File: src/hdl/ihp_pkg.sv
// ----------------------------------------------------------------------------
// ihp_pkg
// Shared types and constants for the image header probe.
// ----------------------------------------------------------------------------
package ihp_pkg;

	localparam int HdrBytes = 30;
	localparam logic [5:0] PosSat = 6'd31;

	typedef enum logic [2:0] {
		FMT_NONE = 3'd0,
		FMT_PNG  = 3'd1,
		FMT_JPEG = 3'd2,
		FMT_GIF  = 3'd3,
		FMT_BMP  = 3'd4,
		FMT_WEBP = 3'd5,
		FMT_TIFF = 3'd6
	} fmt_t;

	typedef enum logic [2:0] {
		PH_SCAN  = 3'd0,
		PH_MARK  = 3'd1,
		PH_LENHI = 3'd2,
		PH_LENLO = 3'd3,
		PH_FRAME = 3'd4,
		PH_SKIP  = 3'd5
	} jphase_t;

	typedef enum logic [1:0] {
		WALK_RUN  = 2'd0,
		WALK_OK   = 2'd1,
		WALK_BAD  = 2'd2
	} walk_t;

	function automatic logic is_frame_marker(input logic [7:0] m);
		return (m[7:4] == 4'hC) && (m != 8'hC4) && (m != 8'hC8) && (m != 8'hCC);
	endfunction

	function automatic logic [31:0] magnitude(input logic [31:0] v);
		return v[31] ? (32'd0 - v) : v;
	endfunction

endpackage

File: src/hdl/image_header_probe_top.sv
// ----------------------------------------------------------------------------
// image_header_probe_top
// Image format sniffer and dimension probe.
// ----------------------------------------------------------------------------
// Takes one file byte per request, one request per cycle with no gaps needed.
// On the request flagged last_byte one result follows in the next cycle, carrying
// the format code and, where the header gives them, width and height. The
// first 30 bytes are held in registers and a JPEG segment walker tracks the
// stream; after the last byte the position and walker state return to their
// reset values so the next byte starts a new file. The result register is one
// deep: it is refilled in the same cycle it is taken, and input stalls only
// while it holds a result that is itself stalled.
// ----------------------------------------------------------------------------
module image_header_probe_top import ihp_pkg::*; (
	input  logic        clk,
	input  logic        arst_n,
	input  logic        in_valid,
	output logic        in_stall,
	input  logic [7:0]  data_byte,
	input  logic        last_byte,
	output logic        out_valid,
	input  logic        out_stall,
	output logic [2:0]  format_code,
	output logic        dims_found,
	output logic [31:0] image_width,
	output logic [31:0] image_height
);

	logic [5:0]  pos_q;
	logic [7:0]  hdr_q [HdrBytes];
	jphase_t     ph_q;
	logic [16:0] skip_q;
	logic [7:0]  mark_q;
	logic [15:0] seglen_q;
	logic [15:0] fh_q, fw_q;
	walk_t       walk_q;

	logic acc;
	assign in_stall = out_valid && out_stall;
	assign acc = in_valid && !in_stall;

	// Next walker state
	jphase_t     ph_d;
	logic [16:0] skip_d;
	logic [7:0]  mark_d;
	logic [15:0] seglen_d;
	logic [15:0] fh_d, fw_d;
	walk_t       walk_d;
	logic [15:0] len_full;

	always_comb begin
		ph_d = ph_q; skip_d = skip_q; mark_d = mark_q; seglen_d = seglen_q;
		fh_d = fh_q; fw_d = fw_q; walk_d = walk_q;
		len_full = seglen_q | {8'd0, data_byte};
		if (pos_q >= 6'd2 && walk_q == WALK_RUN) begin
			unique case (ph_q)
				PH_SCAN: if (data_byte == 8'hFF) ph_d = PH_MARK;
				PH_MARK: begin
					if (data_byte == 8'hFF || data_byte == 8'h01 ||
						(data_byte >= 8'hD0 && data_byte <= 8'hD9)) ph_d = PH_SCAN;
					else begin
						mark_d = data_byte; ph_d = PH_LENHI;
					end
				end
				PH_LENHI: begin
					seglen_d = {data_byte, 8'd0}; ph_d = PH_LENLO;
				end
				PH_LENLO: begin
					seglen_d = len_full;
					if (is_frame_marker(mark_q)) begin
						skip_d = '0; ph_d = PH_FRAME;
					end else if (len_full < 16'd2) walk_d = WALK_BAD;
					else if (len_full == 16'd2) ph_d = PH_SCAN;
					else begin
						skip_d = {1'b0, len_full - 16'd2}; ph_d = PH_SKIP;
					end
				end
				PH_FRAME: begin
					unique case (skip_q)
						17'd1: fh_d = {data_byte, 8'd0};
						17'd2: fh_d = fh_q | {8'd0, data_byte};
						17'd3: fw_d = {data_byte, 8'd0};
						17'd4: begin
							fw_d = fw_q | {8'd0, data_byte}; walk_d = WALK_OK;
						end
						default: ;
					endcase
					skip_d = skip_q + 17'd1;
				end
				PH_SKIP: begin
					if (skip_q > 17'd1) skip_d = skip_q - 17'd1;
					else begin
						skip_d = '0; ph_d = PH_SCAN;
					end
				end
				default: ph_d = PH_SCAN;
			endcase
		end
	end

	// Header view including the current byte
	logic [7:0] h [HdrBytes];
	logic [5:0] n;
	always_comb begin
		for (int i = 0; i < HdrBytes; i++)
			h[i] = (pos_q == 6'(i)) ? data_byte : hdr_q[i];
		n = (pos_q < PosSat) ? pos_q + 6'd1 : pos_q;
	end

	fmt_t        fmt;
	logic        fnd;
	logic [31:0] w, ht, vbits;
	always_comb begin
		fmt = FMT_NONE; fnd = 1'b0; w = '0; ht = '0;
		vbits = {h[24], h[23], h[22], h[21]};
		if (n >= 6'd8 && h[0] == 8'h89 && h[1] == 8'h50 && h[2] == 8'h4E &&
			h[3] == 8'h47 && h[4] == 8'h0D && h[5] == 8'h0A && h[6] == 8'h1A &&
			h[7] == 8'h0A) begin
			fmt = FMT_PNG;
			if (n >= 6'd24 && h[12] == "I" && h[13] == "H" && h[14] == "D" &&
				h[15] == "R") begin
				fnd = 1'b1;
				w = {h[16], h[17], h[18], h[19]};
				ht = {h[20], h[21], h[22], h[23]};
			end
		end else if (n >= 6'd3 && h[0] == 8'hFF && h[1] == 8'hD8 && h[2] == 8'hFF) begin
			fmt = FMT_JPEG;
			if (walk_d == WALK_OK) begin
				fnd = 1'b1; w = {16'd0, fw_d}; ht = {16'd0, fh_d};
			end
		end else if (n >= 6'd6 && h[0] == "G" && h[1] == "I" && h[2] == "F" &&
			h[3] == "8" && (h[4] == "7" || h[4] == "9") && h[5] == "a") begin
			fmt = FMT_GIF;
			if (n >= 6'd10) begin
				fnd = 1'b1; w = {16'd0, h[7], h[6]}; ht = {16'd0, h[9], h[8]};
			end
		end else if (n >= 6'd2 && h[0] == "B" && h[1] == "M") begin
			fmt = FMT_BMP;
			if (n >= 6'd26) begin
				fnd = 1'b1;
				w = magnitude({h[21], h[20], h[19], h[18]});
				ht = magnitude({h[25], h[24], h[23], h[22]});
			end
		end else if (n >= 6'd12 && h[0] == "R" && h[1] == "I" && h[2] == "F" &&
			h[3] == "F" && h[8] == "W" && h[9] == "E" && h[10] == "B" &&
			h[11] == "P") begin
			fmt = FMT_WEBP;
			if (n >= 6'd16 && h[12] == "V" && h[13] == "P" && h[14] == "8") begin
				if (h[15] == "X") begin
					if (n >= 6'd30) begin
						fnd = 1'b1;
						w = {8'd0, h[26], h[25], h[24]} + 32'd1;
						ht = {8'd0, h[29], h[28], h[27]} + 32'd1;
					end
				end else if (h[15] == " ") begin
					if (n >= 6'd30) begin
						fnd = 1'b1;
						w = {18'd0, h[27][5:0], h[26]};
						ht = {18'd0, h[29][5:0], h[28]};
					end
				end else if (h[15] == "L") begin
					if (n >= 6'd25 && h[20] == 8'h2F) begin
						fnd = 1'b1;
						w = {18'd0, vbits[13:0]} + 32'd1;
						ht = {18'd0, vbits[27:14]} + 32'd1;
					end
				end
			end
		end else if (n >= 6'd4 && ((h[0] == "I" && h[1] == "I" && h[2] == 8'h2A &&
			h[3] == 8'h00) || (h[0] == "M" && h[1] == "M" && h[2] == 8'h00 &&
			h[3] == 8'h2A))) begin
			fmt = FMT_TIFF;
		end
	end

	always_ff @(posedge clk or negedge arst_n) begin
		if (!arst_n) begin
			pos_q <= '0; ph_q <= PH_SCAN; skip_q <= '0; mark_q <= '0;
			seglen_q <= '0; fh_q <= '0; fw_q <= '0; walk_q <= WALK_RUN;
		end else if (acc) begin
			if (last_byte) begin
				pos_q <= '0; ph_q <= PH_SCAN; skip_q <= '0; mark_q <= '0;
				seglen_q <= '0; fh_q <= '0; fw_q <= '0; walk_q <= WALK_RUN;
			end else begin
				pos_q <= n; ph_q <= ph_d; skip_q <= skip_d; mark_q <= mark_d;
				seglen_q <= seglen_d; fh_q <= fh_d; fw_q <= fw_d; walk_q <= walk_d;
			end
		end
	end

	always_ff @(posedge clk) begin
		if (acc && pos_q < 6'(HdrBytes)) hdr_q[pos_q[4:0]] <= data_byte;
	end

	always_ff @(posedge clk or negedge arst_n) begin
		if (!arst_n) out_valid <= 1'b0;
		else if (!in_stall) out_valid <= acc && last_byte;
	end

	always_ff @(posedge clk) begin
		if (acc && last_byte) begin
			format_code <= fmt;
			dims_found <= fnd;
			image_width <= fnd ? w : 32'd0;
			image_height <= fnd ? ht : 32'd0;
		end
	end

	a_pos_sat: assert property (@(posedge clk) disable iff (!arst_n) pos_q <= PosSat)
		else $error("byte position beyond saturation");
	a_reset_after_last: assert property (@(posedge clk) disable iff (!arst_n)
		acc && last_byte |=> pos_q == 6'd0 && walk_q == WALK_RUN)
		else $error("state not cleared after last byte");
	a_nodims_zero: assert property (@(posedge clk) disable iff (!arst_n)
		out_valid && !dims_found |-> image_width == 32'd0 && image_height == 32'd0)
		else $error("dimensions without dims_found");
	a_walk_sticky: assert property (@(posedge clk) disable iff (!arst_n)
		walk_q != WALK_RUN && !(acc && last_byte) |=> $stable(walk_q))
		else $error("walker left a finished state");

endmodule

File: config.mk
export PLATFORM = sky130hd
export DESIGN_NAME = image_header_probe_top
export DESIGN_NICKNAME = d
export VERILOG_FILES = /design/src/hdl/ihp_pkg.sv /design/src/hdl/image_header_probe_top.sv
export SDC_FILE = /design/constraint.sdc
export NUM_CORES = 1
export LEC_CHECK = 0
export BUFFER_PORTS_ARGS = -buffer_cell sky130_fd_sc_hd__buf_2
export CORE_MARGIN = 2
export CORE_UTILIZATION = 50
export DETAILED_ROUTE_END_ITERATION = 12
export GPL_TIMING_DRIVEN = 1
export PLACE_DENSITY = 0.77
export SYNTH_ARGS = -nofsm -noshare
export SYNTH_HDL_FRONTEND = slang
export SYNTH_SLANG_ARGS = --single-unit
File: constraint.sdc
create_clock -name clk -period 5 [get_ports clk]
set_input_delay 0.75 -clock clk [delete_from_list [all_inputs] [get_ports clk]]
set_output_delay 0.75 -clock clk [all_outputs]
set_load 0.1 [all_outputs]
# Word level (Yosys, flattened, before mapping)
# Memories as Yosys holds them, arrays and structs flattened.
# Index checks and enable logic that the tools add are counted.
[classes]
order_cmp = 19
bitwise_logic = 3
mux = 125
eq_ne = 93
addsub = 10
reduce_logical = 70
[op_table]
columns = ["cell", "count"]
rows = [
  ["$mux W32", 22],
  ["$mux W8", 34],
  ["$eq A8 B7 Y1 const B", 25],
  ["$mux W16", 12],
  ["$mux W17", 6],
  ["$pmux W16 S2", 3],
  ["$eq A6 B5 Y1 const B", 14],
  ["$eq A8 B6 Y1 const B", 8],
  ["$sub A1 B32 Y32 const A", 2],
  ["$mux W15", 4],
  ["$logic_and A1 B1 Y1", 51],
  ["$pmux W17 S3", 1],
  ["$add A24 B1 Y25 const B", 2],
  ["$mux W25", 2],
  ["$eq A6 B4 Y1 const B", 8],
  ["$or A16 B8 Y16", 3],
  ["$eq A8 B8 Y1 const B", 5],
  ["$eq A17 B2 Y1 const B", 2],
  ["$add A14 B1 Y15 const B", 2],
  ["$ge A6 B5 Y1 const B", 5],
  ["$mux W3", 10],
  ["$mux W14", 2],
  ["$eq A6 B3 Y1 const B", 4],
  ["$eq A8 B4 Y1 const B", 3],
  ["other kinds (47)", 90],
]
[word_totals]
ram_bits = 240
in_bits = 13
elab_cells = 335
out_inout_bits = 70
reg_bits = 153
memories = 1
[memory_table]
columns = ["memory", "depth", "word_bits", "read_ports", "rd_ports_with_merged_regs", "wr", "line", "source"]
rows = [
  ["hdr_q", 30, 8, 30, 0, 1, "image_header_probe_top.sv:30", "logic [7:0] hdr_q [HdrBytes];"],
]

# Depth between registers and ports, before layout
# Gate-level depths: netlist of the first run.
[logic_depth]
depth_word = 16
mapped_depth = 17

# Worst setup path before layout of the first run
# Ideal clock, no wire load.
[synth_path]
kind = "register -> register"
start = "register pos_q[1]"
end = "register image_width[22] (data pin)"
stages_incl_launch_ff = 17
slack_ps = 654
setup_ps = 271
period_less_slack_ps = 4346
arrival_ps = 4075
path_cell_list = "dfrtp_1 -> clkbuf_1 -> inv_1 -> ha_1 -> and3b_1 -> buf_2 -> nand2_1 -> clkbuf_1 -> a21oi_1 -> inv_1 -> ha_1 -> inv_1 -> o41a_1 -> or4_1 -> or3_1 -> xnor2_1 -> o221ai_1"
[synth_between]
elab_chain_len = 16
elab_cells_between_ends = 167
classes_between = "add/sub (3); order compare (13); eq/ne (61); mux (52); reduce/logical (38)"
[synth_rtl]
columns = ["element", "line", "source"]
rows = [
  ["start, declared", "image_header_probe_top.sv:29", "logic [5:0] pos_q;"],
  ["start signal, assigned", "image_header_probe_top.sv:185", "pos_q <= n; ph_q <= ph_d; skip_q <= skip_d; mark_q <= mark_d;"],
  ["parallel branches: the longest is 16 deep, another holds $add A6 B1 Y6", "--", ""],
  ["end signal, assigned", "image_header_probe_top.sv:204", "image_width <= fnd ? w : 32'd0;"],
  ["end, declared", "image_header_probe_top.sv:25", "output logic [31:0] image_width,"],
]
# Several ways; the timed one is not identified.
# A chain may end at the register's enable or synchronous reset.

# Worst setup path in the final report of the first run
[layout_path]
start = "register pos_q[1]"
end = "register image_width[12] (data pin)"
[layout_between]
elab_chain_len = 16
elab_cells_between_ends = 175
classes_between = "add/sub (4); order compare (13); eq/ne (61); mux (59); reduce/logical (38)"
[layout_rtl]
columns = ["element"]
rows = [
  ["parallel branches: the longest is 16 deep, another holds $add A6 B1 Y6"],
]
# Several ways; the timed one is not identified.

==> results of run 1 <==
[cell type report]
cell class / instances / area (µm²)
fill: 4213 / 20800
multi-input combinational: 1870 / 12300
tap: 664 / 831
sequential: 393 / 11400
inverter: 41 / 154
clock buffer: 55 / 1180
clock inverter: 24 / 254
timing repair buffer: 268 / 1870
[power breakdown]
| group | leakage (nW) | total (mW) | internal (mW) | switching (mW) |
|---|---|---|---|---|
| logic | 5.56 | 1.48 | 0.423 | 1.06 |
| registers | 3.97 | 3.89 | 3.68 | 0.214 |
| clock network | 0.702 | 3.33 | 1.93 | 1.40 |
| total | 10.2 | 8.70 | 6.03 | 2.67 |
[layout by cell type (no fill, tap or decap), types with 55 or more instances in the layout]
cell      instances
nand3_1          90
o21ai_0         115
nor3_1           73
buf_2            76
a21oi_1         153
nand2_1         210
xor2_1           55
xnor2_1          92
buf_4           188
nor2_1          224
dfrtp_1          85
mux2i_1         121
edfxtp_1        308
[sequential cells by signal, indices dropped and copies added, names as in the netlist, 6 cells and up]
register and cells:
fh_q 16, fw_q 16, hdr_q 240, image_height 32
image_width 32, mark_q 8, pos_q 6, seglen_q 16
skip_q 17
[per-stage QoR]
step	hold slack, ps	total power, mW	cell area [µm²]	setup slack, ps	cells
2_1_floorplan	454	4.89	24600	654	2490
3_3_place_gp	480	5.36	26500	592	3236
3_5_place_dp	484	5.38	26500	538	3236
4_1_cts	426	8.67	28000	462	3315
5_1_grt	487	8.96	28000	30.9	3315
6_report	370	8.70	28000	342	3315
[cells by family (layout without fill, tap and decap cells)]
family | count (synthesis) | count (layout) | share of synthesized area
adders and majority gates | 21 | 21 | 0.0107
muxes | 146 | 146 | 0.0606
buffers and inverters | 227 | 388 | 0.0400
xor gates and xnor gates | 147 | 147 | 0.0523
AOI/OAI and AO/OA | 626 | 626 | 0.176
DFF | 393 | 393 | 0.462
and+or+nand+nor | 930 | 930 | 0.199
[worst max-delay path by stage]
stage / start / endpoint / slack [ps] / depth (start not counted)
2_1_floorplan: pos_q[1]$_DFFE_PN0P_ / image_width[22]$_SDFFCE_PN0P_ / 650 / 16
3_3_place_gp: pos_q[2]$_DFFE_PN0P_ / image_width[12]$_SDFFCE_PN0P_ / 590 / 12
3_5_place_dp: pos_q[0]$_DFFE_PN0P_ / image_height[26]$_SDFFCE_PN0P_ / 540 / 14
4_1_cts: pos_q[1]$_DFFE_PN0P_ / image_width[12]$_SDFFCE_PN0P_ / 460 / 10
5_1_grt: pos_q[0]$_DFFE_PN0P_ / image_height[24]$_SDFFCE_PN0P_ / 30 / 14
6_report: pos_q[1]$_DFFE_PN0P_ / image_width[12]$_SDFFCE_PN0P_ / 340 / 10
[per-layer routing]
layer / vias up / track usage / part of all wire
li1: 9799 / - / -
met1: 11400 / 0.597 / 0.41
met2: 1771 / 0.595 / 0.42
met3: 295 / 0.0867 / 0.12
met4: 2 / 0.161 / 0.047
met5: - / 0 / 0.000086
==> key figures, run 1 <==
GRT
  – Aggregate global routing overflow: 0
  – Largest net degree at the start of global routing: 86
  – Vias in the first global route: 21500
  – Tot GR Track Use: 0.410
  – Initial antenna violation count: 1
  – First-pass GRT wire length: 152000 µm

CTS
  – Root Buffer: clkbuf_16
  – TritonCTS buffer count: 44
  – TritonCTS clock tree: yes
  – Hold_buf cts: 0
  – Clock transition at the registers of the reported paths: 70 ps
  – # Post-CTS Setup Buffers: 0
  – Clock Latency Late Sink: 600 ps
  – # H-tree levels: 2
  – Post-cts resize count: 0
  – Clk buf depth: 3
  – CTS sink count: 393

Floorplan
  – Die Area: 0.0511 mm²
  – Die Y: 226 µm
  – Num rows: 81
  – Starting Density: 0.505
  – Die extent in x: 226 µm
  – I/O pin count: 83
  – Core ar.: 0.0487 mm²

Yosys
  – Yosys cell types: 99
  – Asr flop ratio synth: 0.216
  – Ys Warns: 0
  – Cell with the most instances after synthesis: edfxtp_1
  – Synth cell count leaders: edfxtp_1 (308), nor2_1 (224), nand2_1 (210), a21oi_1 (154), clkbuf_1 (129)
  – Number of flops mapped to enable cells by yosys: 308
  – Largest cells by area after synthesis: edfxtp_1 (38%), dfrtp_1 (8.6%), mux2i_1 (5.0%), nor2_1 (3.4%), xnor2_1 (3.3%)
  – Top cell type's share of synthesized area: 0.376
  – Sequential share of the synthesized area: 0.462
  – Post-synthesis register bit count: 393
  – Area leader, netlist: edfxtp_1
  – Synthesized net count: 2524
  – Average size of a mapped cell: 9.89 µm²
  – Synth Instances: 2490
  – Ys flop type: edfxtp_1
  – Synthesized area: 0.0246 mm²

Setup path
  – CP Max Fanout: 19
  – FF-to-FF setup slack: 340 ps
  – WP data required: 5310 ps
  – Max stage delay on crit path: 770 ps
  – Arr. time, crit path: 4960 ps
  – Critical path launch point type: register
  – Crit path buffers/inverters: 2
  – R2R depth: 10
  – Critical path's top delay family: simple AND/OR/NAND/NOR gates
  – Crit-path cells: inv_1 > ha_1 > nor3b_4 > nand2_1 > mux2i_1 > or4_1 > a211o_1 > buf_4 > a311oi_1 > o221ai_1
  – CP Class: reg2reg
  – Reg2reg start: pos_q[1]$_DFFE_PN0P_
  – Reg-to-Reg End: image_width[12]$_SDFFCE_PN0P_
  – Crit-path slowest cell: nor3b_4
  – Setup crit end kind: register

Timing
  – Hold Fails Final Rpt: 0
  – Top achievable clock speed: 215 MHz
  – Worst-margin pin slew: 1270 ps
  – Final period util: 0.932
  – Min Tclk post-route: 4660 ps
  – # setup viols final: 0
  – RSZ-0062 raised after global routing: no
  – Clk_skew: 26.7 ps
  – Slew headroom: 0.146
  – Max-slew violations: 0
  – Sum Neg Setup Slack: 0 ps

Detailed routing
  – Final wirelength: 105000 µm
  – DRC: 0
  – Final ANT Viol Nets: 0
  – Avg WL per Cell: 31.7 µm
  – Initial DRC count: 3615
  – Via/cell ratio: 7.02
  – Total iterations of the first detailed-routing run: 6
  – Via Count: 23300

Pwr
  – Max VDD drop: 331 µV
  – Pwr dens: 311 mW/mm²
  – Pleak: 10.2 nW

Finish
  – Syn-to-layout area delta: 13.6%
  – Diode count: 0
  – Fin util: 0.574
  – Layout cell share with drive strength beyond 1: 0.157
  – Nets: 2652

Job
  – Max Cap Viol: 0

Placement
  – DP HPWL: 77100 µm
  – Number of port buffers: 82
  – GPL Wtd Cong: 1.04

Worst hold path
  – HP Class: in2async

Run status
  – Status: completed
Note: power is estimated with default switching activity, not from simulation.
==> run 2, diff against run 1 <==
Settings changed: PLACE_DENSITY 0.77 to 0.76.
==> run 2 against run 1 <==
Register-to-register slack is essentially flat. Sequential share of layout area grew 0.13 points. Die area did not move. Utilization fell by 0.18 points. Non-clock buffer count down 23. Cell area shrank 0.31%. Critical endpoint unchanged. Clock power up 1%. Combinational power hardly changed. Worst hold slack worse by 22 ps. Total power hardly changed. Maximum frequency rose by 0.19%. Global-route usage down 2.0 points.
==> key figures, run 2 (same netlist as run 1, synthesis figures left out) <==
Run status
  – Status: completed

Setup path
  – Crit-path slowest cell: nor4_1
  – Most frequent CP cell: buf_4
  – Setup crit end kind: register
  – Critical path launch point type: register
  – WP data required: 5330 ps (+20 ps)
  – Crit path depth: 10 (unchanged)
  – Arr. time, crit path: 4980 ps (+20 ps)
  – Critical path's top delay family: compound AO/OA/AOI/OAI gates
  – CP Class: reg2reg
  – Max stage delay on crit path: 830 ps (+60 ps)
  – R2R depth: 10 (unchanged)
  – Crit path buffers/inverters: 2 (unchanged)
  – CP Max Fanout: 21 (+2)
  – Crit-path cells: buf_4 > or2_2 > buf_4 > nor4_1 > o21ai_1 > o21ai_0 > xnor2_1 > o32ai_1 > a311oi_1 > o221ai_1

Worst hold path
  – HP Class: in2async

Finish
  – Layout cell share with drive strength beyond 1: 0.151 (-0.00539)
  – Layout fillers: 4227 (+0.33%)
  – Fin cells: 3300 (-0.45%)
  – Multi-input gate area: 0.0123 mm² (about the same)
  – Max FFs per register: 240 (unchanged)
  – Syn-to-layout area delta: 13.3%
  – Seq. cell area: 0.0114 mm² (unchanged)
  – Nets: 2630 (-0.83%)
  – Commonest non-fill, non-tap cell in the layout: edfxtp_1
  – Commonest non-fill, non-tap cells in the layout: edfxtp_1 (308), nor2_1 (224), nand2_1 (210)

Pwr
  – Clock power frac: 0.387 (+0.004)
  – Seq pwr share: 0.446 (about the same)
  – Combinational share of power: 0.167 (-0.003)
  – Max VDD drop: 403 µV (+22%)
  – Pwr dens: 312 mW/mm² (+0.35%)
  – Sw Ratio: 0.308 (+0.00143)
  – Int Power: 6.02 mW (-0.17%)
  – Pleak: 10.1 nW (-0.84%)
  – P_sw: 2.68 mW (+0.51%)
  – Power, Total: 8.70 mW (about the same)

Floorplan
  – Num rows: 81 (unchanged)
  – Die Area: 0.0511 mm² (unchanged)
  – Core ar.: 0.0487 mm² (unchanged)
  – Die extent in x: 226 µm (unchanged)
  – Die Y: 226 µm (unchanged)
  – I/O pin count: 83 (unchanged)
  – Starting Density: 0.505 (unchanged)

GRT
  – GR peak layer: met2
  – Initial antenna violation count: 7 (+6)
  – M3 GR Usage: 0.0878 (+0.00117)
  – Tot GR Track Use: 0.390 (-0.0204)
  – First-pass GRT wire length: 146000 µm (-4.0%)
  – Met1 Use GR: 0.559 (-0.0376)
  – Largest net degree at the start of global routing: 86 (unchanged)
  – Vias in the first global route: 21200 (-1.5%)
  – Met2 GRT Util: 0.566 (-0.0292)
  – Aggregate global routing overflow: 0 (unchanged)

Timing
  – Final period util: 0.930 (-0.00176)
  – Clk_skew: 26.5 ps (-0.181 ps)
  – Max-slew violations: 0 (unchanged)
  – # setup viols final: 0 (unchanged)
  – Min Tclk post-route: 4650 ps (-8.82 ps)
  – RSZ-0062 raised after global routing: no
  – Slew headroom: 0.205 (+0.0598)
  – Top achievable clock speed: 215 MHz (+0.19%)
  – Sum Neg Setup Slack: 0 ps (unchanged)
  – Hold Fails Final Rpt: 0 (unchanged)
  – Worst-margin pin slew: 1180 ps (-90.2 ps)

Detailed routing
  – Total iterations of the first detailed-routing run: 7 (+1)
  – Via/cell ratio: 6.98 (-0.64%)
  – Final ANT Viol Nets: 0 (unchanged)
  – Initial DRC count: 4096 (+13%)
  – DRC: 0 (unchanged)
  – Avg WL per Cell: 30.3 µm (-4.5%)
  – Via Count: 23000 (-1.1%)
  – Final wirelength: 99900 µm (-4.9%)

CTS
  – Clock Latency Late Sink: 610 ps (about the same)
  – Post-cts resize count: 0 (unchanged)
  – CTS sink count: 393 (unchanged)
  – Clk buf depth: 3 (unchanged)
  – # H-tree levels: 2 (unchanged)
  – TritonCTS buffer count: 45 (+2.3%)
  – Hold_buf cts: 0 (unchanged)
  – Clock transition at the registers of the reported paths: 70 ps (about the same)
  – TritonCTS clock tree: yes
  – # Post-CTS Setup Buffers: 0 (unchanged)
  – Root Buffer: clkbuf_16

Placement
  – Number of port buffers: 82 (unchanged)
  – Cells after DPL: 3213 (-0.71%)
  – DP HPWL: 73500 µm (-4.6%)
  – GPL Wtd Cong: 1.08 (+3.6%)

Job
  – Max Cap Viol: 0 (unchanged)
-- run 2: path summary, 6_finish.rpt --
path                                         start                            end  slack (ps)
max                           pos_q[3]$_DFFE_PN0P_  image_width[12]$_SDFFCE_PN0P_         350
min                                         arst_n          skip_q[8]$_DFFE_PN0P_         350
max reg2reg                   pos_q[3]$_DFFE_PN0P_  image_width[12]$_SDFFCE_PN0P_         350
min reg2reg                seglen_q[0]$_DFFE_PN0P_        seglen_q[0]$_DFFE_PN0P_         500
max in group asynchronous                   arst_n          mark_q[1]$_DFFE_PN0P_        3930
min in group clk                         out_stall          out_valid$_DFFE_PN0N_         410
-- run 2: routing by layer --
layer,wire length (µm),share of wire,vias to the layer above
met2,42100,0.42,1768
li1,-,-,9775
met3,12900,0.13,320
met4,4860,0.049,6
met5,42,0.00042,-
met1,40000,0.40,11200
-- run 2: power by group through the flow --
| stage | Sequential, mW | Combinational, mW | Clock, mW |
|---|---|---|---|
| detailed placement | 3.94 | 1.41 | 0 |
| CTS | 3.88 | 1.41 | 3.38 |
| floorplan | 3.98 | 0.912 | 0 |
| finish | 3.88 | 1.45 | 3.37 |
| global placement | 3.93 | 1.39 | 0 |
| global route | 3.91 | 1.55 | 3.49 |
-- run 2: final cells by class --
cell class	count	share of cell area
sequential	393	0.408
multi-input combinational	1870	0.442
tap	664	0.0298
clock buffer	49	0.0409
inverter	41	0.00552
timing repair buffer	245	0.0618
antenna	3	0.000269
clock inverter	35	0.0124
-- run 2: worst register-to-register path, delay by kind of cell (launching register included) --
kind            cells  cell delay (ps)
buf+inv             2              580
xor+xnor            1              170
compound gates      5             1700
simple gates        2             1270
flops               1              660
-- run 2: through the flow --
step / setup slack [ps] / hold slack (ps) / instance area (µm²) / utilization
floorplan: 654 / 454 / 24600 / -
finish: 350 / 348 / 27900 / 0.572
global route: 112 / 460 / 27900 / 0.572
global placement: 547 / 480 / 26400 / 0.542
detailed placement: 599 / 485 / 26400 / 0.542
CTS: 533 / 396 / 27900 / 0.572
